File: config.mk
export PLATFORM = sky130hd
export DESIGN_NAME = fcb_rootdiv
export DESIGN_NICKNAME = d
export VERILOG_FILES = /design/src/rtl/assert_macros.svh /design/src/rtl/fcb_pkg.sv /design/src/rtl/fcb_rootdiv.sv
export SDC_FILE = /design/constraint.sdc
export NUM_CORES = 1
export LEC_CHECK = 0
export CAP_MARGIN = 20
export CORE_MARGIN = 8
export CORE_UTILIZATION = 50
export DETAILED_ROUTE_END_ITERATION = 12
export DONT_BUFFER_PORTS = 1
export GPL_TIMING_DRIVEN = 0
export MAX_ROUTING_LAYER = met4
export PLACE_DENSITY = 0.63
export SLEW_MARGIN = 5
export SYNTH_ARGS = -nofsm -noshare
export SYNTH_HDL_FRONTEND = slang
export SYNTH_SLANG_ARGS = --single-unit
File: constraint.sdc
create_clock -name clk -period 35 [get_ports clk]
set_input_delay 1.75 -clock clk [delete_from_list [all_inputs] [get_ports clk]]
set_output_delay 1.75 -clock clk [all_outputs]
set_load 0.1 [all_outputs]
File: src/rtl/assert_macros.svh
// Assertion helpers included by the camera core RTL.
`ifndef ASSERT_MACROS_SVH
`define ASSERT_MACROS_SVH
`ifndef SYNTHESIS
`define ASSERT_AT(lbl, clk, rstn, expr, msg) \
	lbl: assert property (@(posedge clk) disable iff (!rstn) (expr)) else $error(msg);
`define ASSERT_NEXT(lbl, clk, rstn, ante, cons, msg) \
	lbl: assert property (@(posedge clk) disable iff (!rstn) (ante) |=> (cons)) \
		else $error(msg);
`else
`define ASSERT_AT(lbl, clk, rstn, expr, msg)
`define ASSERT_NEXT(lbl, clk, rstn, ante, cons, msg)
`endif
`endif

File: src/rtl/fcb_pkg.sv
package fcb_pkg;
	localparam int CORDIC_STEPS = 16;
	localparam int ATAN_LEN = 24;
	localparam int CORDIC_ITERS = (CORDIC_STEPS < ATAN_LEN) ? CORDIC_STEPS : ATAN_LEN;
	localparam int ITER_W = (CORDIC_ITERS > 1) ? $clog2(CORDIC_ITERS) : 1;
	localparam logic signed [33:0] CORDIC_GAIN = 34'sd652032874;
	localparam logic signed [25:0] PITCH_LIMIT = 26'sd16202;
	localparam logic signed [15:0] UNIT_ONE = 16'sd16384;
	localparam int ROOT_STEPS = 32;
	localparam int DIV_BITS = 15;

	localparam logic [1:0] OP_MOVE = 2'd0;
	localparam logic [1:0] OP_TURN = 2'd1;
	localparam logic [1:0] OP_PLACE = 2'd2;

	localparam logic [2:0] REG_MOVE_SPEED = 3'd0;
	localparam logic [2:0] REG_TURN_SPEED = 3'd1;
	localparam logic [2:0] REG_WUP_X = 3'd2;
	localparam logic [2:0] REG_WUP_Y = 3'd3;
	localparam logic [2:0] REG_WUP_Z = 3'd4;
	localparam logic [2:0] REG_START_YAW = 3'd5;
	localparam logic [2:0] REG_START_PITCH = 3'd6;

	typedef struct packed {
		logic start;
		logic div_mode;
	} rd_req_t;

	function automatic logic signed [33:0] atan_val(input logic [4:0] i);
		logic signed [33:0] v;
		case (i)
			5'd0: v = 34'sd536870912;
			5'd1: v = 34'sd316933406;
			5'd2: v = 34'sd167458907;
			5'd3: v = 34'sd85004756;
			5'd4: v = 34'sd42667331;
			5'd5: v = 34'sd21354465;
			5'd6: v = 34'sd10679838;
			5'd7: v = 34'sd5340245;
			5'd8: v = 34'sd2670163;
			5'd9: v = 34'sd1335087;
			5'd10: v = 34'sd667544;
			5'd11: v = 34'sd333772;
			5'd12: v = 34'sd166886;
			5'd13: v = 34'sd83443;
			5'd14: v = 34'sd41722;
			5'd15: v = 34'sd20861;
			5'd16: v = 34'sd10430;
			5'd17: v = 34'sd5215;
			5'd18: v = 34'sd2608;
			5'd19: v = 34'sd1304;
			5'd20: v = 34'sd652;
			5'd21: v = 34'sd326;
			5'd22: v = 34'sd163;
			5'd23: v = 34'sd81;
			default: v = 34'sd0;
		endcase
		return v;
	endfunction
endpackage

File: src/rtl/fcb_rootdiv.sv
module fcb_rootdiv (
	input  logic              clk,
	input  logic              arst_n,
	input  fcb_pkg::rd_req_t  req,
	input  logic [63:0]       rad,
	input  logic [31:0]       den,
	output logic              done,
	output logic [31:0]       res
);
	import fcb_pkg::*;

	logic [63:0] w_q, r_q, t, bit_v;
	logic [31:0] d_q;
	logic [4:0] cnt_q;
	logic mode_q, busy_q, done_q, ge;

	always_comb begin
		bit_v = 64'd1 << {cnt_q, 1'b0};
		if (mode_q)
			t = {32'd0, d_q} << cnt_q;
		else
			t = r_q + bit_v;
		ge = (w_q >= t);
	end

	always_ff @(posedge clk or negedge arst_n) begin
		if (!arst_n) begin
			busy_q <= 1'b0;
			done_q <= 1'b0;
			cnt_q <= '0;
			mode_q <= 1'b0;
		end else begin
			done_q <= 1'b0;
			if (req.start) begin
				busy_q <= 1'b1;
				mode_q <= req.div_mode;
				cnt_q <= req.div_mode ? 5'(DIV_BITS - 1) : 5'(ROOT_STEPS - 1);
			end else if (busy_q) begin
				if (cnt_q == '0) begin
					busy_q <= 1'b0;
					done_q <= 1'b1;
				end else begin
					cnt_q <= cnt_q - 1'b1;
				end
			end
		end
	end

	always_ff @(posedge clk) begin
		if (req.start) begin
			w_q <= rad;
			d_q <= den;
			r_q <= '0;
		end else if (busy_q) begin
			if (ge)
				w_q <= w_q - t;
			if (mode_q)
				r_q <= {r_q[62:0], ge};
			else
				r_q <= ge ? ((r_q >> 1) + bit_v) : (r_q >> 1);
		end
	end

	assign done = done_q;
	assign res = r_q[31:0];
endmodule

==> impl_metrics.ini <==
[cells_and_area]
final_common_cell = nand2_1
drive_gt1_share_pct = 7.61
final_cell_mix = nand2_1 (313), nor2_1 (196), o21ai_0 (191)
nets = 2652
syn_to_final_growth_pct = 7.04
n_fill_cell = 3550

[yosys]
netlist_area_um2 = 18600
synth_cell_types = 100
synth_edf_count = 96
synthFlopType = edfxtp_1
ys_ff_latch = 168
synth_nets = 2628
synthCells = 2394
yosys_warnings = 0
avgSynthCellArea_um2 = 7.78
ys_async_sr_fraction_pct = 4.76
seq_area_frac_synth_pct = 23.4

[detailed_routing]
remaining_drc_errors = 0
via_per_inst = 6.78
wl_per_cell_um = 27.1
via_count = 19700
dr.pass1.iters = 6
wl_mm = 78.6
drt_iter0_drc = 2294
ant_nets = 0

[worst_setup_path]
cp_top_family = compound AO/OA/AOI/OAI gates
worstReg2RegEnd = w_q[24]
crit_path_start_kind = flop
reg2reg_slack_ns = 24.29
cp-endpoint = w_q[24]
crit_buf_inv = 8
reg2reg_from = cnt_q[1]
cp_max_fo = 23
critPathMaxStageDelay_ns = 0.77
path_class = reg2reg
crit_cells = 30
cp.required_ns = 35.19
arrival_ns = 10.89
cpMaxStageDelayCell = a311oi_1
ff2ff_path_depth = 30
crit_path_end_kind = flop
crit_start = cnt_q[1]

[pwr]
pwr_density_cell_nw_per_um2 = 87.6
max-vdd-ir-drop_uv = 58.6
leakage_nw = 7.71

[grt]
grt_max_degree = 34
grt_overflow = 0
antenna_found_initial = 2
grt_pass1_wl_mm = 117
grt_pass1_vias = 18800
grt_usage_pct = 36.0

[placed_design]
port_buffers = 0
gp_congestion = 1.01
pre_cts_ws_ns = 24.74
place_hpwl_mm = 62.6

[clocking]
cts_setup_buffers = 0
cts_made_buffers = 17
clock_path_buffers = 2
cts.repair.resized = 0
clk_latency_ns = 0.51
cts_tree = yes
holdBufCountCts = 0
htree_num_levels = 4
clock-sinks = 168
clockRootBuffer = clkbuf_16
clk_pin_slew_ns = 0.08

[timing]
fmax_mhz = 93.4
hold_viol_final = 0
worst_slew_pin_slew_ns = 1.22
timing.hold.ws_ns = 0.562
rsz0062_at_grt = false
maxSlewHeadroom_pct = 18.4
finalSetupTns_ns = 0
setup_ws_ns = 24.29
fin_worst_skew_ns = 0.0342
fin_crit_sh_pct = 30.6
period_minus_slack_ns = 10.71
slew_viol_final = 0
setup_viol = 0

[floorplanning]
die_h_um = 209
core_area_um2 = 36700
die_x_um = 209
die_area_um2 = 43700
num_rows = 70
pin_count = 133
start_util_pct = 50.8

[worst_hold_path]
hold_path_class = reg2reg
holdPathStages = 2

[run_status]
status = finished, final reports clean

[flow_run]
cap_violations = 0
stage by stage:
| stage | total power [mW] | cells | instance area [µm²] | util (%) |
|---|---|---|---|---|
| final | 1.75 | 2901 | 19900 | 54.3 |
| after global routing | 1.84 | 2901 | 19900 | 54.3 |
| after CTS | 1.71 | 2899 | 19900 | 54.3 |
| after detailed placement | 1.49 | 2867 | 19300 | 52.6 |
| after global placement | 1.48 | 2862 | 19200 | 52.4 |
| after floorplan | 1.17 | 2394 | 18600 | - |
registers in the layout, indices dropped and copies added (netlist names):
| signal | cells |
|---|---|
| r_q | 64 |
| w_q | 64 |
| d_q | 32 |
| cnt_q | 5 |
| busy_q | 1 |
| done | 1 |
| mode_q | 1 |
power by group:
| group | switching [mW] | internal (mW) | leakage (nW) |
|---|---|---|---|
| Sequential | 0.0579 | 0.298 | 1.59 |
| Clock | 0.102 | 0.116 | 0.305 |
| Combinational | 0.777 | 0.396 | 5.81 |
| Total | 0.936 | 0.810 | 7.71 |
metal layers:
metal	part of all wire, %	vias to the layer above	global-route usage, %
met5	0	-	-
met4	5.5	0	18.1
met3	9.5	245	6.17
met2	44	1156	54.4
met1	41	9316	46.0
li1	-	8949	-
synth_stat cells (all sizes together), types with 53 or more instances:
| master | n | area [µm²] |
|---|---|---|
| o21ai | 202 | 1030 |
| a21o | 61 | 458 |
| edfxtp | 96 | 2880 |
| a31oi | 66 | 413 |
| nor2 | 198 | 748 |
| dfxtp | 64 | 1280 |
| xnor2 | 97 | 850 |
| clkbuf | 124 | 465 |
| nand3 | 53 | 265 |
| buf | 67 | 405 |
| a21oi | 180 | 916 |
| ha | 133 | 1660 |
| inv | 55 | 206 |
| nand2 | 313 | 1170 |
how the worst min path moves through the flow:
stage               endpoint    from  slack (ns)
floorplan             r_q[0]  r_q[0]        0.47
global placement      r_q[0]  r_q[0]        0.55
detailed placement    r_q[0]  r_q[0]        0.55
CTS                   r_q[0]  r_q[0]        0.56
global route          r_q[0]  r_q[0]        0.56
finish                r_q[0]  r_q[0]        0.56
area by class of cell:
cell class / count / area, µm² / area share [%]
multi-input cells: 1978 / 13200 / 66.2
diodes: 2 / 5.00 / 0.0251
inverters: 57 / 214 / 1.07
clock buffers: 17 / 425 / 2.13
clock inverters: 15 / 203 / 1.02
flip-flops and latches: 168 / 4360 / 21.9
repair buffers: 5 / 81.3 / 0.408
plain buffers: 191 / 871 / 4.37
well taps: 468 / 586 / 2.94
worst register-to-register path: cells and delay by family (launching register included):
kind,cells,cell delay (ns)
flip-flops,1,0.41
AO/OA/AOI/OAI,9,3.78
AND/OR/NAND/NOR,10,2.46
buffers and inverters,8,2.67
adder cells (fa/ha/maj),3,1.09
kinds of logic after synthesis:
kind of cell / after synthesis / share of synthesized area, %
AND/OR/NAND/NOR: 807 / 20.2
AO/OA/AOI/OAI: 805 / 28.3
buffers and inverters: 248 / 5.82
flip-flops: 168 / 23.4
XOR/XNOR: 140 / 6.58
adder cells (fa/ha/maj): 138 / 9.25
multiplexers: 88 / 6.47
(Power assumes the default switching activity.)
